===== src/rtl/pbt_pkg.sv =====
// Package for the port binding table: shared widths, codes and the
// command/status structs between the controller and the datapath.
// Depends on nothing.
`default_nettype none

package pbt_pkg;

    // Defaults for the top-level parameters.
    localparam int unsigned MAX_PORT_DEF    = 16;
    localparam int unsigned HANDLE_BITS_DEF = 16;

    // Fixed field widths.
    localparam int unsigned PORT_W      = 8;
    localparam int unsigned HFIELD_W    = 16;
    localparam int unsigned IN_TDATA_W  = 24;
    localparam int unsigned IN_TUSER_W  = 2;
    localparam int unsigned OUT_TDATA_W = 40;

    localparam logic [PORT_W-1:0] WILDCARD_PORT = 8'd255;

    typedef enum logic [1:0] {
        MODE_BIND_SOCK = 2'd0,
        MODE_BIND_CB   = 2'd1,
        MODE_LOOKUP    = 2'd2,
        MODE_CLOSE     = 2'd3
    } t_mode;

    typedef enum logic [1:0] {
        ST_OK      = 2'd0,
        ST_INVAL   = 2'd1,
        ST_USED    = 2'd2,
        ST_ALREADY = 2'd3
    } t_status;

    typedef enum logic [1:0] {
        KIND_CLOSED   = 2'd0,
        KIND_SOCKET   = 2'd1,
        KIND_CALLBACK = 2'd2
    } t_kind;

    typedef enum logic [1:0] {
        RES_ZERO   = 2'd0,
        RES_BIND   = 2'd1,
        RES_LOOKUP = 2'd2
    } t_res_src;

    typedef struct packed {
        logic     load_item;
        logic     bind_wr;
        logic     rd_scan;
        logic     scan_clr;
        logic     scan_inc;
        logic     close_clear;
        logic     out_now;
        logic     hold;
        logic     out_hold;
        t_res_src res_src;
    } t_cmd;

    typedef struct packed {
        t_mode mode;
        logic  h_null;
        logic  scan_last;
        logic  hit;
        logic  out_free;
    } t_sts;

endpackage

`default_nettype wire


===== src/rtl/pbt_ram.sv =====
// Generic single-write, single-read RAM with a registered read port.
// Depends on nothing.
`default_nettype none

module pbt_ram #(
    parameter int unsigned WIDTH = 16,
    parameter int unsigned DEPTH = 17
) (
    input  wire logic                                  i_clk,
    input  wire logic                                  i_we,
    input  wire logic [(DEPTH > 1 ? $clog2(DEPTH) : 1)-1:0] i_waddr,
    input  wire logic [WIDTH-1:0]                      i_wdata,
    input  wire logic [(DEPTH > 1 ? $clog2(DEPTH) : 1)-1:0] i_raddr,
    output logic      [WIDTH-1:0]                      o_rdata
);

    logic [WIDTH-1:0] r_mem [DEPTH];
    logic [WIDTH-1:0] r_rdata;

    always_ff @(posedge i_clk) begin
        if (i_we) begin
            r_mem[i_waddr] <= i_wdata;
        end
        r_rdata <= r_mem[i_raddr];
    end

    assign o_rdata = r_rdata;

endmodule

`default_nettype wire


===== src/rtl/pbt_ctrl.sv =====
// Controller state machine of the port binding table.
// Depends on pbt_pkg; drives the datapath through t_cmd and reads t_sts.
`default_nettype none

module pbt_ctrl
    import pbt_pkg::*;
(
    input  wire logic i_clk,
    input  wire logic i_rst_n,
    input  wire logic i_valid,
    output logic      o_ready,
    input  wire t_sts i_sts,
    output t_cmd      o_cmd
);

    typedef enum logic [5:0] {
        S_IDLE    = 6'b000001,
        S_EXEC    = 6'b000010,
        S_LKDATA  = 6'b000100,
        S_CLS_RD  = 6'b001000,
        S_CLS_CMP = 6'b010000,
        S_RESP    = 6'b100000
    } t_state;

    t_state r_state;
    t_state n_state;
    logic   finish;

    always_comb begin
        o_cmd   = '0;
        n_state = r_state;
        finish  = 1'b0;
        o_cmd.res_src = RES_ZERO;
        case (r_state)
            S_IDLE: begin
                if (i_valid) begin
                    o_cmd.load_item = 1'b1;
                    n_state = S_EXEC;
                end
            end
            S_EXEC: begin
                case (i_sts.mode)
                    MODE_BIND_SOCK, MODE_BIND_CB: begin
                        o_cmd.bind_wr = 1'b1;
                        o_cmd.res_src = RES_BIND;
                        finish = 1'b1;
                    end
                    MODE_LOOKUP: begin
                        n_state = S_LKDATA;
                    end
                    MODE_CLOSE: begin
                        if (i_sts.h_null) begin
                            finish = 1'b1;
                        end else begin
                            o_cmd.scan_clr = 1'b1;
                            n_state = S_CLS_RD;
                        end
                    end
                    default: begin
                        finish = 1'b1;
                    end
                endcase
            end
            S_LKDATA: begin
                o_cmd.res_src = RES_LOOKUP;
                finish = 1'b1;
            end
            S_CLS_RD: begin
                o_cmd.rd_scan = 1'b1;
                n_state = S_CLS_CMP;
            end
            S_CLS_CMP: begin
                o_cmd.rd_scan = 1'b1;
                if (i_sts.hit || i_sts.scan_last) begin
                    o_cmd.close_clear = 1'b1;
                    finish = 1'b1;
                end else begin
                    o_cmd.scan_inc = 1'b1;
                    n_state = S_CLS_RD;
                end
            end
            S_RESP: begin
                if (i_sts.out_free) begin
                    o_cmd.out_hold = 1'b1;
                    n_state = S_IDLE;
                end
            end
            default: begin
                n_state = S_IDLE;
            end
        endcase

        // A finished result goes straight to the output register when it is
        // free, and otherwise waits in the hold register.
        if (finish) begin
            if (i_sts.out_free) begin
                o_cmd.out_now = 1'b1;
                n_state = S_IDLE;
            end else begin
                o_cmd.hold = 1'b1;
                n_state = S_RESP;
            end
        end
    end

    assign o_ready = (r_state == S_IDLE);

    always_ff @(posedge i_clk) begin
        if (!i_rst_n) begin
            r_state <= S_IDLE;
        end else begin
            r_state <= n_state;
        end
    end

endmodule

`default_nettype wire


===== src/rtl/pbt_dp.sv =====
// Datapath of the port binding table: item registers, slot kinds, the
// handle RAM, the wildcard slot and the output register.
// Depends on pbt_pkg and pbt_ram.
`default_nettype none

module pbt_dp
    import pbt_pkg::*;
#(
    parameter int unsigned MAX_PORT    = MAX_PORT_DEF,
    parameter int unsigned HANDLE_BITS = HANDLE_BITS_DEF
) (
    input  wire logic                   i_clk,
    input  wire logic                   i_rst_n,
    input  wire t_cmd                   i_cmd,
    output t_sts                        o_sts,
    input  wire logic [IN_TUSER_W-1:0]  i_tuser,
    input  wire logic [IN_TDATA_W-1:0]  i_tdata,
    output logic                        o_tvalid,
    input  wire logic                   i_tready,
    output logic      [OUT_TDATA_W-1:0] o_tdata
);

    localparam int unsigned NEXACT = MAX_PORT + 1;
    localparam int unsigned AW     = $clog2(NEXACT);
    localparam int unsigned HW     = (HANDLE_BITS < HFIELD_W) ? HANDLE_BITS : HFIELD_W;

    // Item registers; only the low handle bits in use are kept.
    t_mode             r_mode;
    logic [PORT_W-1:0] r_port;
    logic [HW-1:0]     r_h;

    t_kind         r_kind [NEXACT];
    t_kind         r_any_kind;
    logic [HW-1:0] r_any_h;
    logic [AW-1:0] r_scan;

    logic          r_out_valid;
    t_status       r_out_status;
    logic [HW-1:0] r_out_sock;
    logic [HW-1:0] r_out_cb;
    t_status       r_hold_status;
    logic [HW-1:0] r_hold_sock;
    logic [HW-1:0] r_hold_cb;

    logic          port_in_range;
    logic          port_wild;
    logic [AW-1:0] port_idx;
    logic [AW-1:0] kidx;
    t_kind         k_sel;
    logic          h_null;
    logic [HW-1:0] rdata;
    logic          ram_we;
    logic          bind_ok;
    t_status       bind_status;
    t_status       busy_status;
    t_kind         new_kind;
    t_kind         cur_kind;
    logic [HW-1:0] lk_sock;
    logic [HW-1:0] lk_cb;
    t_status       res_status;
    logic [HW-1:0] res_sock;
    logic [HW-1:0] res_cb;
    logic          hit_ram;
    logic          hit_any;
    logic          scan_last;

    always_ff @(posedge i_clk) begin
        if (i_cmd.load_item) begin
            r_mode <= t_mode'(i_tuser);
            r_port <= i_tdata[PORT_W-1:0];
            r_h    <= i_tdata[PORT_W +: HW];
        end
    end

    assign port_in_range = (r_port <= PORT_W'(MAX_PORT));
    assign port_wild     = (r_port == WILDCARD_PORT);
    assign port_idx      = port_in_range ? r_port[AW-1:0] : '0;
    assign kidx          = i_cmd.rd_scan ? r_scan : port_idx;
    assign k_sel         = r_kind[kidx];
    assign h_null        = (r_h == '0);
    assign scan_last     = (r_scan == AW'(MAX_PORT));

    // Bind decision.
    always_comb begin
        busy_status = (r_mode == MODE_BIND_SOCK) ? ST_USED : ST_ALREADY;
        new_kind    = (r_mode == MODE_BIND_SOCK) ? KIND_SOCKET : KIND_CALLBACK;
        cur_kind    = port_wild ? r_any_kind : k_sel;
        if (h_null || !(port_wild || port_in_range)) begin
            bind_status = ST_INVAL;
        end else if (cur_kind != KIND_CLOSED) begin
            bind_status = busy_status;
        end else begin
            bind_status = ST_OK;
        end
    end

    assign bind_ok = (bind_status == ST_OK);
    assign ram_we  = i_cmd.bind_wr && bind_ok && !port_wild;

    pbt_ram #(
        .WIDTH (HW),
        .DEPTH (NEXACT)
    ) u_ram (
        .i_clk   (i_clk),
        .i_we    (ram_we),
        .i_waddr (port_idx),
        .i_wdata (r_h),
        .i_raddr (kidx),
        .o_rdata (rdata)
    );

    // Lookup: an exact slot of either kind hides the wildcard slot.
    always_comb begin
        lk_sock = '0;
        lk_cb   = '0;
        if (port_in_range) begin
            case (k_sel)
                KIND_SOCKET: begin
                    lk_sock = rdata;
                end
                KIND_CALLBACK: begin
                    lk_cb = rdata;
                end
                KIND_CLOSED: begin
                    if (r_any_kind == KIND_SOCKET) begin
                        lk_sock = r_any_h;
                    end
                    if (r_any_kind == KIND_CALLBACK) begin
                        lk_cb = r_any_h;
                    end
                end
                default: begin
                    lk_sock = '0;
                end
            endcase
        end
    end

    always_comb begin
        res_status = ST_OK;
        res_sock   = '0;
        res_cb     = '0;
        case (i_cmd.res_src)
            RES_BIND: begin
                res_status = bind_status;
            end
            RES_LOOKUP: begin
                res_sock = lk_sock;
                res_cb   = lk_cb;
            end
            default: begin
                res_status = ST_OK;
            end
        endcase
    end

    assign hit_ram = (k_sel == KIND_SOCKET) && (rdata == r_h);
    assign hit_any = (r_any_kind == KIND_SOCKET) && (r_any_h == r_h);

    always_ff @(posedge i_clk) begin
        if (!i_rst_n) begin
            for (int i = 0; i < NEXACT; i++) begin
                r_kind[i] <= KIND_CLOSED;
            end
            r_any_kind <= KIND_CLOSED;
        end else begin
            if (i_cmd.bind_wr && bind_ok) begin
                if (port_wild) begin
                    r_any_kind <= new_kind;
                end else begin
                    r_kind[port_idx] <= new_kind;
                end
            end
            if (i_cmd.close_clear) begin
                if (hit_ram) begin
                    r_kind[r_scan] <= KIND_CLOSED;
                end else if (scan_last && hit_any) begin
                    r_any_kind <= KIND_CLOSED;
                end
            end
        end
    end

    always_ff @(posedge i_clk) begin
        if (i_cmd.bind_wr && bind_ok && port_wild) begin
            r_any_h <= r_h;
        end
    end

    always_ff @(posedge i_clk) begin
        if (!i_rst_n) begin
            r_scan <= '0;
        end else if (i_cmd.scan_clr) begin
            r_scan <= '0;
        end else if (i_cmd.scan_inc) begin
            r_scan <= r_scan + AW'(1);
        end
    end

    always_ff @(posedge i_clk) begin
        if (i_cmd.hold) begin
            r_hold_status <= res_status;
            r_hold_sock   <= res_sock;
            r_hold_cb     <= res_cb;
        end
    end

    always_ff @(posedge i_clk) begin
        if (i_cmd.out_now) begin
            r_out_status <= res_status;
            r_out_sock   <= res_sock;
            r_out_cb     <= res_cb;
        end else if (i_cmd.out_hold) begin
            r_out_status <= r_hold_status;
            r_out_sock   <= r_hold_sock;
            r_out_cb     <= r_hold_cb;
        end
    end

    always_ff @(posedge i_clk) begin
        if (!i_rst_n) begin
            r_out_valid <= 1'b0;
        end else if (i_cmd.out_now || i_cmd.out_hold) begin
            r_out_valid <= 1'b1;
        end else if (i_tready) begin
            r_out_valid <= 1'b0;
        end
    end

    assign o_sts.mode      = r_mode;
    assign o_sts.h_null    = h_null;
    assign o_sts.scan_last = scan_last;
    assign o_sts.hit       = hit_ram;
    assign o_sts.out_free  = !r_out_valid || i_tready;

    assign o_tvalid = r_out_valid;
    assign o_tdata  = {6'b0, HFIELD_W'(r_out_cb), HFIELD_W'(r_out_sock), r_out_status};

    // A new result never overwrites one that has not been taken.
    a_no_overwrite: assert property (@(posedge i_clk) disable iff (!i_rst_n)
        (i_cmd.out_now || i_cmd.out_hold) |-> (!r_out_valid || i_tready))
        else $error("result loaded over a pending item");

    // A successful exact bind leaves its slot open.
    a_bind_opens: assert property (@(posedge i_clk) disable iff (!i_rst_n)
        (i_cmd.bind_wr && bind_ok && !port_wild) |=> (r_kind[port_idx] != KIND_CLOSED))
        else $error("bound slot still closed");

    // Exact slots hide the wildcard, so a lookup never finds both kinds.
    a_one_kind: assert property (@(posedge i_clk) disable iff (!i_rst_n)
        r_out_valid |-> (r_out_sock == '0 || r_out_cb == '0))
        else $error("lookup returned a socket and a callback");

    // The close scan stays within the exact slots.
    a_scan_range: assert property (@(posedge i_clk) disable iff (!i_rst_n)
        r_scan <= AW'(MAX_PORT))
        else $error("scan index past the last exact slot");

endmodule

`default_nettype wire


===== src/rtl/port_binding_table.sv =====
// Port binding table: slots for ports 0..MAX_PORT plus one wildcard slot.
//
// Input stream (s_axis): one item per request. tuser carries the mode
// (bind socket, bind callback, lookup, close socket); tdata carries the
// port and the handle. Output stream (m_axis): one item per request with
// the status and the socket and callback handles found by a lookup.
// A bind, or a close with a null handle, finishes in the execute state; a
// lookup adds a state for the registered handle RAM read; a close scans
// the handle RAM one slot at a time (read, then compare) in slot order,
// wildcard last, and stops at the first match.
// The block takes one item at a time: s_axis_tready is high only in the
// idle state, between items.
// The output register and a hold register let the block finish an item
// while the receiver stalls; it then waits until the pending item is taken.
// Synchronous reset closes every slot at once and empties the output.
// Handles held by slots are not cleared and are read only for open slots.
// Depends on pbt_pkg, pbt_ctrl, pbt_dp and pbt_ram.
`default_nettype none

module port_binding_table
    import pbt_pkg::*;
#(
    parameter int unsigned MAX_PORT    = MAX_PORT_DEF,
    parameter int unsigned HANDLE_BITS = HANDLE_BITS_DEF
) (
    input  wire logic                   i_clk,
    input  wire logic                   i_rst_n,
    input  wire logic                   s_axis_tvalid,
    output logic                        s_axis_tready,
    input  wire logic [IN_TDATA_W-1:0]  s_axis_tdata,  // port[7:0], handle[23:8]
    input  wire logic [IN_TUSER_W-1:0]  s_axis_tuser,  // mode[1:0]
    output logic                        m_axis_tvalid,
    input  wire logic                   m_axis_tready,
    output logic      [OUT_TDATA_W-1:0] m_axis_tdata   // status[1:0], socket_handle[17:2],
                                                       // callback_handle[33:18], zeros above
);

    t_cmd cmd;
    t_sts sts;

    pbt_ctrl u_ctrl (
        .i_clk   (i_clk),
        .i_rst_n (i_rst_n),
        .i_valid (s_axis_tvalid),
        .o_ready (s_axis_tready),
        .i_sts   (sts),
        .o_cmd   (cmd)
    );

    pbt_dp #(
        .MAX_PORT    (MAX_PORT),
        .HANDLE_BITS (HANDLE_BITS)
    ) u_dp (
        .i_clk    (i_clk),
        .i_rst_n  (i_rst_n),
        .i_cmd    (cmd),
        .o_sts    (sts),
        .i_tuser  (s_axis_tuser),
        .i_tdata  (s_axis_tdata),
        .o_tvalid (m_axis_tvalid),
        .i_tready (m_axis_tready),
        .o_tdata  (m_axis_tdata)
    );

endmodule

`default_nettype wire


===== config.mk =====
export PLATFORM = sky130hd
export DESIGN_NAME = port_binding_table
export DESIGN_NICKNAME = d
export VERILOG_FILES = /design/src/rtl/pbt_pkg.sv /design/src/rtl/pbt_ram.sv /design/src/rtl/pbt_ctrl.sv /design/src/rtl/pbt_dp.sv /design/src/rtl/port_binding_table.sv
export SDC_FILE = /design/constraint.sdc
export NUM_CORES = 1
export LEC_CHECK = 0
export BUFFER_PORTS_ARGS = -buffer_cell sky130_fd_sc_hd__buf_4
export CAP_MARGIN = 15
export CORE_MARGIN = 4
export CORE_UTILIZATION = 50
export CTS_CLUSTER_DIAMETER = 100
export DETAILED_ROUTE_END_ITERATION = 10
export PLACE_DENSITY = 0.71
export RECOVER_POWER = 25
export SYNTH_ARGS = -nofsm -noshare
export SYNTH_HDL_FRONTEND = slang
export SYNTH_SLANG_ARGS = --single-unit
export TNS_END_PERCENT = 5

===== constraint.sdc =====
create_clock -name i_clk -period 5.4 [get_ports i_clk]
set_input_delay 0.27 -clock i_clk [delete_from_list [all_inputs] [get_ports i_clk]]
set_output_delay 0.27 -clock i_clk [all_outputs]
set_load 0.005 [all_outputs]

Yosys cells after proc, flatten, opt, wreduce, memory -nomap -nowiden
Memories as Yosys holds them, arrays and structs flattened. A register that Yosys moved wholly into a read port is not among the register bits.
Cells that the tools add are included.
{"block": "word_totals", "ff_bits": 124, "latch_bits": 0, "ramBits": 306, "rom_bits": 0, "in_bits": 30, "output_inout_bits": 42, "word_cells": 145, "memories": 2}
{"memory": "u_dp.u_ram.r_mem", "depth": 17, "word_bits": 16, "rd": 1, "rd_clocked_by_memory_dff": 1, "wr": 1, "line_no": "pbt_ram.sv:17", "text": "logic [WIDTH-1:0] r_mem [DEPTH];"}
{"memory": "u_dp.r_kind", "depth": 17, "word_bits": 2, "rd": 1, "rd_clocked_by_memory_dff": 0, "wr": 17, "line_no": "pbt_dp.sv:32", "text": "t_kind r_kind [NEXACT];"}
{"block": "classes", "addsub": 1, "mul": 0, "div": 0, "magnitude_cmp": 1, "n_eq_ne": 25, "shift": 0, "mux": 74, "bitwise_logic": 1, "n_reduce_logical": 27}
{"operator": "$mux 16", "n": 10}
{"operator": "$pmux 16 s2", "n": 2}
{"operator": "$mux 6", "n": 6}
{"operator": "$pmux 6 s6", "n": 1}
{"operator": "$eq 16x16->1", "n": 2}
{"operator": "$mux 2", "n": 16}
{"operator": "$mux 1", "n": 31}
{"operator": "$mux 5", "n": 4}
{"operator": "$logic_not 16->1", "n": 1}
{"operator": "$pmux 6 s2", "n": 1}
{"operator": "$eq 2x2->1 const B", "n": 5}
{"operator": "$reduce_or 2->1", "n": 5}
{"operator": "$ne 3x2->1 const B", "n": 3}
{"operator": "$eq 2x1->1 const B", "n": 4}
{"operator": "$eq 8x8->1 const B", "n": 1}
{"operator": "$le 8x5->1 const B", "n": 1}
{"operator": "$eq 6x1->1 const B", "n": 1}
{"operator": "$eq 6x2->1 const B", "n": 1}
{"operator": "$eq 6x3->1 const B", "n": 1}
{"operator": "$eq 6x4->1 const B", "n": 1}
{"operator": "$eq 6x5->1 const B", "n": 1}
{"operator": "$eq 6x6->1 const B", "n": 1}
{"operator": "$logic_and 1x1->1", "n": 6}
{"operator": "$logic_not 2->1", "n": 3}
{"operator": "13 further kinds", "n": 21}

Logic depth before layout (Yosys ltp)
Gate-level depths: netlist of the first run.
An unclocked memory read counts as a cell.
{"block": "depth", "depth_word": 17, "depth_mapped": 16, "ltp_nobuf": 10}

Modules after synthesis
Synthesis of the first run repeated with hierarchy kept, for this count alone.
{"block": "hier_totals", "cells_unflattened": 1244, "area_unflattened_um2": 20114.3}
{"module": "pbt_ram", "instances": 1, "cells_each": 474, "area_per_inst_um2": 10871.7, "seq_area_each_um2": 8488.1}
{"module": "pbt_dp", "instances": 1, "cells_each": 714, "area_per_inst_um2": 8813.5, "seq_area_each_um2": 5385.2}
{"module": "pbt_ctrl", "instances": 1, "cells_each": 56, "area_per_inst_um2": 429.2, "seq_area_each_um2": 120.1}

Worst setup path after synthesis of the first run
Ideal clock, no wire load.
{"block": "synth_path", "path_kind": "reg-to-reg", "startpoint": "register u_dp.r_port[4]", "endpoint": "register u_dp.r_out_cb[0] (enable)", "setup_time_ps": 477, "t_arrival_ps": 5261, "required_time_ps": 4923, "path_slack_ps": -339, "path_stages_with_launch": 12, "path_buffers": 1, "synth_period_minus_slack_ps": 5739, "cell_sequence": "edfxtp_1 -> nor4_1 -> buf_2 -> o21ai_0 -> a21oi_1 -> nor2_1 -> or4_1 -> and3_4 -> o22ai_4 -> a21o_1 -> a21oi_1 -> a21boi_0"}
{"block": "synth_via", "elab_chain_cells": 11}
{"element": "start: declaration", "line_no": "pbt_dp.sv:29", "text": "logic [PORT_W-1:0] r_port;"}
{"element": "start signal: assignment", "line_no": "pbt_dp.sv:70", "text": "r_port <= i_tdata[PORT_W-1:0];"}
{"element": "$le 8x5->1", "line_no": "pbt_dp.sv:75", "text": "assign port_in_range = (r_port <= PORT_W'(MAX_PORT));"}
{"element": "$mux 5 (*)", "line_no": "pbt_dp.sv:77", "text": "assign port_idx = port_in_range ? r_port[AW-1:0] : '0;"}
{"element": "$mux 5 (*)", "line_no": "pbt_dp.sv:78", "text": "assign kidx = i_cmd.rd_scan ? r_scan : port_idx;"}
{"element": "$mem_v2 17x2 (*)"}
{"element": "$eq 2x1->1 (*)", "line_no": "pbt_dp.sv:157", "text": "assign hit_ram = (k_sel == KIND_SOCKET) && (rdata == r_h);"}
{"element": "$logic_and 1x1->1 (*)", "line_no": "pbt_dp.sv:157"}
{"element": "$logic_or 1x1->1 (*)", "line_no": "pbt_ctrl.sv:74", "text": "if (i_sts.hit || i_sts.scan_last) begin"}
{"element": "$mux 1 (*)", "line_no": "pbt_ctrl.sv:74"}
{"element": "$pmux 1 s3 (*)", "line_no": "pbt_ctrl.sv:34", "text": "case (r_state)"}
{"element": "$mux 2 (*)", "line_no": "pbt_ctrl.sv:95", "text": "if (finish) begin"}
{"element": "$reduce_bool 2->1 (no line) (*)"}
{"element": "end signal: assignment", "line_no": "pbt_dp.sv:212", "text": "r_out_cb <= res_cb;"}
{"element": "end signal: assignment", "line_no": "pbt_dp.sv:216", "text": "r_out_cb <= r_hold_cb;"}
{"element": "end: declaration", "line_no": "pbt_dp.sv:40", "text": "logic [HW-1:0] r_out_cb;"}
Mark *: on every way between the ends. The rest lies on a longest branch, timed or not.
A chain may end at the register's enable or synchronous reset.

==> results of run 1 <==
[placed cells by master, fill, tap and decap left out, drive strengths merged, types with 22 or more instances in the layout]
cell type	instances
nand3	105
dfxtp	30
a22o	34
a21oi	22
xnor2	25
o21ai	44
clkbuf	108
a311oi	52
a211oi	44
and3	47
mux2	34
nand2	284
buf	109
a31oi	24
nor2	92
edfxtp	446
dlygate4sd3	27
[synthesized netlist by cell type, drive strengths merged (6+ instances only)]
master / instances / share of area, %
nand4: 17 / 0.52
a22o: 34 / 1.4
nor3: 14 / 0.42
nor2: 92 / 1.7
clkbuf: 55 / 1.0
edfxtp: 446 / 65
nand2: 284 / 5.2
dfxtp: 30 / 2.9
a21o: 21 / 0.77
nor4: 14 / 0.50
xnor2: 25 / 1.1
or3: 9 / 0.27
and2: 6 / 0.18
mux2: 34 / 1.9
nand3: 105 / 2.6
inv: 12 / 0.22
xor2: 13 / 0.55
o32a: 6 / 0.29
a311oi: 52 / 2.2
o2111ai: 6 / 0.26
and3: 47 / 1.5
o21ai: 44 / 1.1
buf: 55 / 1.7
a21oi: 22 / 0.59
a211oi: 44 / 1.7
a31oi: 24 / 0.76
or4: 8 / 0.31
[logic make-up after synthesis]
logic type,share of synthesized area [%]
other,0.01824
adders and majority gates,0.1217
muxes,1.960
DFF,68.08
and+or+nand+nor,14.20
xor gates and xnor gates,1.656
buffers and inverters,2.916
AOI/OAI and AO/OA,11.05
[through the flow]
step	util, %	instance area [um^2]	hold slack, ps
6_report	58.04	23650	79.64
5_1_grt	58.04	23650	64.99
4_1_cts	58.16	23690	53.09
3_5_place_dp	53.83	21930	432.1
3_3_place_gp	53.82	21930	425.9
2_1_floorplan	-	20570	368.9
[area by class of cell]
cell class,instances,area [um^2]
fillers,3166,17090
repair buffers,175,1408
clock inverters,18,192.7
flip-flops and latches,476,13990
clock buffers,69,1300
inverters,12,45.04
well taps,532,665.6
multi-input cells,997,6041
[critical path: stages, from the launching register on]
cell      delay [ps]
dfxtp_1          410
or4_1            860
nor3_2           730
o21ai_0          230
a311oi_1         340
buf_4            180
a22oi_1          130
and3_4           240
o22ai_4          290
and2_1           440
buf_4            230
nand4_1          230
nor2_1           270
[where the power goes]
part | total, mW | internal (mW) | switching (mW)
registers | 4.39 | 4.26 | 0.132
logic | 0.879 | 0.289 | 0.591
clock network | 3.18 | 1.82 | 1.36
total | 8.45 | 6.37 | 2.08
[timing repair]
action                                 CTS  global route
hold buffers                            27             0
endpoints found under the hold margin   27             0
gates resized for setup                  0             0
[state kept, by name, indices dropped and copies added (netlist names), 5 cells and up]
register,cells
u_ctrl.r_state,6
u_dp.r_any_h,16
u_dp.r_h,16
u_dp.r_hold_cb,16
u_dp.r_hold_sock,16
u_dp.r_kind,64
u_dp.r_out_cb,16
u_dp.r_out_sock,16
u_dp.r_port,8
u_dp.r_scan,5
u_dp.u_ram.o_rdata,16
u_dp.u_ram.r_mem,272
[per-layer routing]
| metal | wire length, um | track usage, % |
|---|---|---|
| met2 | 24090 | 35.86 |
| met3 | 5165 | 4.634 |
| met4 | 1083 | 5.902 |
| met5 | 0 | 0 |
| met1 | 22530 | 35.34 |
[how the worst max path moves through the flow]
| stage | start | end | slack [ps] | cells past startpoint |
|---|---|---|---|---|
| after floorplan | u_dp.r_port[4] | u_dp.r_out_cb[0] | 590 | 11 |
| after detailed placement | u_ctrl.r_state[0] | u_dp.r_kind[21][1] | 640 | 12 |
| after global placement | u_ctrl.r_state[0] | u_dp.r_out_cb[9] | 530 | 11 |
| final | u_ctrl.r_state[0] | u_dp.r_kind[29][0] | 500 | 12 |
| after CTS | u_ctrl.r_state[0] | u_dp.r_kind[29][0] | 650 | 12 |
| after global routing | u_ctrl.r_state[0] | u_dp.r_kind[3][0] | 330 | 12 |
==> results.json, run 1 <==
{
  "synth_area_per_cell_um2": 12.93,
  "synth_edf_count": 446,
  "drcViolationCount": 0,
  "grt_use_total_pct": 23.56,
  "drv_cap": 0,
  "grt_antenna_before_repair": 0,
  "p_leak_nw": 7.911,
  "ys_seq_elements": 476,
  "post_cts_buffers": 0,
  "cp_max_fo": 12,
  "fp.dieH_um": 210.8,
  "insertion_delay_ps": 590,
  "die_x_um": 210.8,
  "synth_area_um2": 20550,
  "wl_per_cell_um": 23.20,
  "via_count": 13920,
  "hp-class": "input pin to flip-flop",
  "grt_remaining_overflow": 0,
  "core-area_um2": 40740,
  "grt_setup_unrepaired": "false",
  "slew_headroom_pct": 12.87,
  "hold_path_depth": 2,
  "skew_ps": 15.73,
  "min_to": "u_ctrl.r_state[2]",
  "hpwl_mm": 34.47,
  "hp-start": "i_rst_n",
  "first_pass_iters": 6,
  "timing.final.ws_setup_ps": 495.6,
  "drive_above_1_share_pct": 14.88,
  "cts_buffers": 48,
  "clock-root-buffer": "clkbuf_16",
  "place_congestion": 0.9254,
  "fin_setup_tns_ps": 0,
  "grt_pass1_vias": 13370,
  "nNetsFinal": 1742,
  "worstSetupEndpointType": "flip-flop",
  "r2r-end": "u_dp.r_kind[29][0]",
  "yosysSeqAreaShare_pct": 68.08,
  "post-place-ws_ps": 635.0,
  "finalCritPeriodShare_pct": 90.82,
  "finalPower_mw": 8.446,
  "grt_max_degree": 65,
  "path_clk_slew_ps": 60,
  "crit_path_start_kind": "flip-flop",
  "routed_wl_mm": 52.86,
  "port_buffers": 65,
  "finalHoldViolations": 0,
  "worst_pin_slew_ps": 1307,
  "final_antenna_net_count": 0,
  "row_count": 74,
  "power.density_nw_per_um2": 357.2,
  "tritoncts": "yes",
  "final_max_slew_viol_count": 0,
  "worst_r2r_path_depth": 12,
  "antenna_cells": 0,
  "grt_first_pass_wirelength_mm": 81.12,
  "finalNonFillerCells": 2279,
  "ir_drop_v": 0.0002846,
  "synth_cells": 1590,
  "clk_path_buf_depth": 3,
  "post_drt_via_cell_ratio": 6.108,
  "period_minus_slack_ps": 4904,
  "cts.sinks": 476,
  "ios": 72,
  "setup_violations": 0,
  "path_class": "flip-flop to flip-flop",
  "die_area_um2": 44420,
  "initial_core_util_pct": 50.45,
  "worst_ep_required_time_ps": 5670,
  "post_synth_num_cell_types": 81,
  "area_delta_synth_final_pct": 15.04,
  "place_inst": 2165,
  "async_reset_ff_share_pct": 0,
  "cp.arrival_ps": 5180,
  "rrSetupSlack_ps": 500,
  "cts_max_level": 2,
  "outcome": "completed",
  "ys_warn_count": 0,
  "ys.flop_type": "edfxtp_1",
  "drt_first_iter_violations": 1622,
  "max_clock_freq_mhz": 203.9,
  "r2r_start": "u_ctrl.r_state[0]"
}
Power figures use the tool's default switching activity.
==> run 2, diff against run 1 <==
--- a/config.mk
+++ b/config.mk
@@ -12,7 +12,6 @@
 export CTS_CLUSTER_DIAMETER = 100
 export DETAILED_ROUTE_END_ITERATION = 10
 export PLACE_DENSITY = 0.71
-export RECOVER_POWER = 25
 export SYNTH_ARGS = -nofsm -noshare
 export SYNTH_HDL_FRONTEND = slang
 export SYNTH_SLANG_ARGS = --single-unit
==> run 2 against run 1 <==
Effect of this change: cell count is the same; routed wire length grew 0.14%; largest power group unchanged; register-to-register slack gained 50 ps; critical endpoint unchanged; cell area grew 0.21%; critical path depth is the same; die area is the same; setup slack gained 48 ps; combinational power grew 2%; sequential power is essentially flat; first-iteration DRC count grew 3.5%.
==> results.json, run 2 (synthesis results as in run 1) <==
{
  "outcome": "completed",
  "insertion_delay_ps": 590,
  "cp_max_fo": 12,
  "period_minus_slack_ps": 4856,
  "grt_max_degree": 65,
  "final_antenna_net_count": 0,
  "initial_core_util_pct": 50.45,
  "cts_buffers": 48,
  "path_clk_slew_ps": 60,
  "largest_reg_flops": 272,
  "ios": 72,
  "cpMostUsedCell": "buf_4",
  "area_delta_synth_final_pct": 15.27,
  "ctsResizeCount": 0,
  "post_drt_via_cell_ratio": 6.112,
  "first_pass_iters": 6,
  "worst_ep_required_time_ps": 5680,
  "hp-class": "input pin to flip-flop",
  "fin_setup_tns_ps": 0,
  "largestRegisters": "u_dp.u_ram.r_mem x272, u_dp.r_kind x64",
  "finalHoldViolations": 0,
  "port_buffers": 65,
  "grt_antenna_before_repair": 0,
  "cts.sinks": 476,
  "final_cell_mix": "edfxtp_1, nand2_1, buf_4, nand3_1, nor2_1",
  "finalCritPeriodShare_pct": 89.93,
  "cpMaxStageDelayCell": "or4_1",
  "p_leak_nw": 7.963,
  "place_congestion": 0.9254,
  "max_clock_freq_mhz": 205.9,
  "clock-root-buffer": "clkbuf_16",
  "drt_first_iter_violations": 1678,
  "path_class": "flip-flop to flip-flop",
  "power.density_nw_per_um2": 356.9,
  "nNetsFinal": 1742,
  "final_max_slew_viol_count": 0,
  "worst_pin_slew_ps": 894.3,
  "largest_register": "u_dp.u_ram.r_mem",
  "final_common_cell": "edfxtp_1",
  "setup_violations": 0,
  "core-area_um2": 40740,
  "grt_setup_unrepaired": "false",
  "hp-start": "i_rst_n",
  "antenna_cells": 0,
  "max_stage_delay_ps": 860,
  "startpoint": "u_ctrl.r_state[0]",
  "utilization_pct": 58.16,
  "routed_wl_mm": 52.94,
  "drive_above_1_share_pct": 15.63,
  "cp.arrival_ps": 5130,
  "via_count": 13930,
  "slew_headroom_pct": 40.38,
  "ir_drop_v": 0.0002871,
  "drv_cap": 0,
  "hpwl_mm": 34.47,
  "fp.dieH_um": 210.8,
  "clk_path_buf_depth": 3,
  "crit_path_start_kind": "flip-flop",
  "die_area_um2": 44420,
  "grt_use_total_pct": 23.56,
  "grt_pass1_vias": 13370,
  "die_x_um": 210.8,
  "grt_first_pass_wirelength_mm": 81.12,
  "critical_path.cell_chain": "or4_1, nor3_2, o21ai_0, a311oi_1, buf_4, a22oi_1, and3_4, o22ai_4, and2_1, buf_4, nand4_1, nor2_1",
  "filler_cell_count": 3153,
  "tritoncts": "yes",
  "wl_per_cell_um": 23.23,
  "r2r_start": "u_ctrl.r_state[0]",
  "cts_max_level": 2,
  "drcViolationCount": 0,
  "grt_remaining_overflow": 0,
  "skew_ps": 14.31,
  "worstSetupEndpointType": "flip-flop",
  "row_count": 74
}
run 2: power by group:
group	switching, mW	internal (mW)
Clock	1.36	1.82
Combinational	0.590	0.305
Sequential	0.132	4.25
run 2: metrics by stage:
step | hold WS [ps] | power (mW) | worst slack, ps | std cells | instance area, um^2
6_report | 78.61 | 8.457 | 543.7 | 2279 | 23690
5_1_grt | 64.99 | 8.744 | 331.2 | 2279 | 23690
4_1_cts | 53.09 | 8.499 | 645.5 | 2279 | 23690
3_5_place_dp | 432.1 | 5.323 | 635.0 | 2165 | 21930
3_3_place_gp | 425.9 | 5.296 | 529.0 | 2165 | 21930
2_1_floorplan | 368.9 | 4.916 | 589.4 | 1595 | 20570
run 2: worst max-delay path: cells and delay by family, from the launching register on:
kind	cells	cell delay, ps
AO/OA/AOI/OAI	4	990
buffers and inverters	2	400
flip-flops	1	410
AND/OR/NAND/NOR	6	2740
run 2: area by class of cell:
cell class	count	area [um^2]	share of cell area (%)
multi-input combinational	997	6041	25.50
inverter	12	45.04	0.1901
sequential	476	13990	59.06
clock inverter	18	192.7	0.8132
timing repair buffer	175	1456	6.147
tap	532	665.6	2.809
clock buffer	69	1300	5.487
run 2: worst paths after layout:
kind | slack (ps) | endpoint | depth (start not counted)
max | 540 | u_dp.r_kind[29][0] | 12
min | 80 | u_ctrl.r_state[2] | 2
max reg2reg | 540 | u_dp.r_kind[29][0] | 12
min reg2reg | 440 | u_dp.u_ram.o_rdata[5] | 1
run 2: what timing repair did:
action,in CTS,in global routing
setup buffers,0,0
hold endpoints to repair,27,0
hold buffers,27,0
run 2: routing by layer:
metal  wire length [um]  GRT usage, %  up-vias
li1                   -             -     6302
met1              22770         35.34     6906
met2              24350         35.86      655
met3               4923         4.634       66
met4                897         5.902        0
met5                  0             0        -
==> run 3, diff against run 2 <==
--- a/config.mk
+++ b/config.mk
@@ -7,11 +7,13 @@
 export LEC_CHECK = 0
 export BUFFER_PORTS_ARGS = -buffer_cell sky130_fd_sc_hd__buf_4
 export CAP_MARGIN = 15
+export CELL_PAD_IN_SITES_DETAIL_PLACEMENT = 0
+export CELL_PAD_IN_SITES_GLOBAL_PLACEMENT = 1
 export CORE_MARGIN = 4
-export CORE_UTILIZATION = 50
+export CORE_UTILIZATION = 46
 export CTS_CLUSTER_DIAMETER = 100
 export DETAILED_ROUTE_END_ITERATION = 10
-export PLACE_DENSITY = 0.71
+export PLACE_DENSITY = 0.77
 export SYNTH_ARGS = -nofsm -noshare
 export SYNTH_HDL_FRONTEND = slang
 export SYNTH_SLANG_ARGS = --single-unit
==> run 3 against run 2 <==
Effect of this change: fmax is 0.57% higher; sequential share of layout area is 0.44 points lower; highest routed layer unchanged; first-iteration DRC count is 5.1% lower; largest cell class unchanged; core utilization is 4.2 points lower; total power is 3.0% higher; routed wire length is 2.4% higher; register-to-register slack better by 30 ps; largest power group unchanged; clock power is 8.2% higher; non-clock buffer count is 6 lower; die area is 8.4% higher; critical path depth is 1 higher.
==> results.json, run 3 (synthesis results as in run 1) <==
{
  "switchingPower_mw": 2.129,
  "largest_register": "u_dp.u_ram.r_mem",
  "crit_path_start_kind": "flip-flop",
  "filler_cell_count": 3630,
  "final_common_cell": "edfxtp_1",
  "power_frac_clock_pct": 39.5,
  "ir_drop_v": 0.0002281,
  "finalNonFillerCells": 2334,
  "hpwl_mm": 34.82,
  "cts_max_level": 2,
  "place_inst": 2220,
  "dpl_cell_area_um2": 21960,
  "max_stage_delay_ps": 590,
  "worst_pin_slew_ps": 1072,
  "cts.sinks": 476,
  "final_max_slew_viol_count": 0,
  "hp-start": "s_axis_tvalid",
  "drt_first_iter_violations": 1592,
  "p_leak_nw": 8.014,
  "core-area_um2": 44220,
  "hold_path_depth": 3,
  "final_antenna_net_count": 0,
  "power.density_nw_per_um2": 364.9,
  "r2r_start": "u_ctrl.r_state[4]",
  "die_x_um": 219.4,
  "grt_antenna_before_repair": 0,
  "first_pass_iters": 5,
  "cp.arrival_ps": 5070,
  "fin_setup_tns_ps": 0,
  "top_layer": "met4",
  "worst_r2r_path_depth": 13,
  "skew_ps": 27.94,
  "setup_violations": 0,
  "die_area_um2": 48130,
  "wl_met3_mm": 4.472,
  "outcome": "completed",
  "port_buffers": 65,
  "row_count": 77,
  "cp_top_family": "simple AND/OR/NAND/NOR gates",
  "cpMostUsedCell": "buf_4",
  "cts_buffers": 49,
  "rrSetupSlack_ps": 570,
  "insertion_delay_ps": 600,
  "power_frac_comb_pct": 10.1,
  "switching_share_pct": 24.44,
  "wl_met2_mm": 25.28,
  "drt-met1-wl_mm": 23.37,
  "nNetsFinal": 1737,
  "wl_per_cell_um": 23.23,
  "drv_cap": 0,
  "r2r-end": "u_dp.r_out_cb[9]",
  "largest_reg_flops": 272,
  "place_congestion": 0.9602,
  "p_seq_share_pct": 50.4,
  "clk_path_buf_depth": 3,
  "largestRegisters": "u_dp.u_ram.r_mem x272, u_dp.r_kind x64",
  "hp-class": "input pin to flip-flop",
  "critical_path.cell_chain": "xor2_1, nand2_1, o31ai_1, buf_4, o31ai_1, or4_1, and3_4, o22ai_4, buf_4, a21o_1, a21oi_1, a21boi_4, buf_4",
  "grt_setup_unrepaired": "false",
  "post_drt_via_cell_ratio": 5.950,
  "period_minus_slack_ps": 4829,
  "slew_headroom_pct": 28.16,
  "grt_remaining_overflow": 0,
  "tritoncts": "yes",
  "drive_above_1_share_pct": 16.82,
  "grt_max_degree": 67,
  "initial_core_util_pct": 46.48,
  "drcViolationCount": 0,
  "routed_wl_mm": 54.21,
  "antenna_cells": 0,
  "worst_ep_required_time_ps": 5640,
  "worst-path-buf-inv": 3,
  "max_clock_freq_mhz": 207.1,
  "via_count": 13890,
  "final_area_um2": 23870,
  "grt_first_pass_wirelength_mm": 82.01,
  "clock-root-buffer": "clkbuf_16",
  "power.internal_mw": 6.582,
  "finalCritPeriodShare_pct": 89.42,
  "ios": 72,
  "min_to": "u_ctrl.r_state[0]",
  "finalHoldViolations": 0,
  "grt_use_total_pct": 22.34,
  "grt_pass1_vias": 13250,
  "worstSetupEndpointType": "flip-flop",
  "path_clk_slew_ps": 60,
  "final_cell_mix": "edfxtp_1, nand2_1, buf_4, nand3_1, nor2_1",
  "path_class": "flip-flop to flip-flop",
  "cp_max_fo": 34,
  "ctsResizeCount": 0,
  "cpMaxStageDelayCell": "or4_1",
  "area_delta_synth_final_pct": 16.13,
  "fp.dieH_um": 219.4
}
[run 3: final cells by class]
class / count / area (um^2) / share of cell area [%]
inverter: 12 / 45.04 / 0.1887
clock inverter: 25 / 281.5 / 1.179
tap: 592 / 740.7 / 3.103
multi-input combinational: 997 / 6068 / 25.42
sequential: 476 / 13990 / 58.62
clock buffer: 63 / 1370 / 5.740
timing repair buffer: 169 / 1371 / 5.745
[run 3: worst max-delay path by stage]
stage	from	to	depth (start not counted)
floorplan	u_dp.r_port[4]	u_dp.r_out_cb[0]	11
global placement	u_ctrl.r_state[0]	u_dp.r_out_cb[5]	14
detailed placement	u_ctrl.r_state[4]	u_dp.r_out_cb[5]	13
CTS	u_ctrl.r_state[4]	u_dp.r_out_cb[9]	13
global route	u_ctrl.r_state[4]	u_dp.r_out_cb[9]	13
finish	u_ctrl.r_state[4]	u_dp.r_out_cb[9]	13
[run 3: power by group through the flow]
stage | registers [mW] | logic (mW) | clock network (mW)
after CTS | 4.39 | 0.879 | 3.50
after floorplan | 4.45 | 0.465 | 0
after detailed placement | 4.46 | 0.858 | 0
after global routing | 4.40 | 0.947 | 3.65
final | 4.39 | 0.884 | 3.44
after global placement | 4.46 | 0.847 | 0
[run 3: layer usage]
layer | track usage (%) | vias to the layer above
met4 | 5.751 | 0
met5 | 0 | -
met3 | 3.628 | 78
met1 | 32.45 | 6914
met2 | 35.32 | 595
li1 | - | 6301
[run 3: stage by stage]
| step | setup WS, ps | util (%) | hold WS [ps] | power, mW |
|---|---|---|---|---|
| 2_1_floorplan | 589.4 | - | 368.9 | 4.916 |
| 3_3_place_gp | 843.5 | 49.66 | 423.5 | 5.303 |
| 3_5_place_dp | 702.0 | 49.66 | 428.1 | 5.320 |
| 4_1_cts | 636.9 | 53.98 | 0.8131 | 8.760 |
| 5_1_grt | 239.9 | 53.98 | 60.68 | 8.989 |
| 6_report | 571.2 | 53.98 | 18.79 | 8.711 |
[run 3: worst min-delay path, delay by kind of cell]
family | cells | cell delay, ps
buffers and inverters | 1 | 120
and+or+nand+nor | 2 | 190
[run 3: repair_timing]
item	4_1_cts	5_1_grt
endpoints found under the hold margin	26	0
setup endpoints to repair	0	0
hold buffers	26	0
buffers inserted	0	0
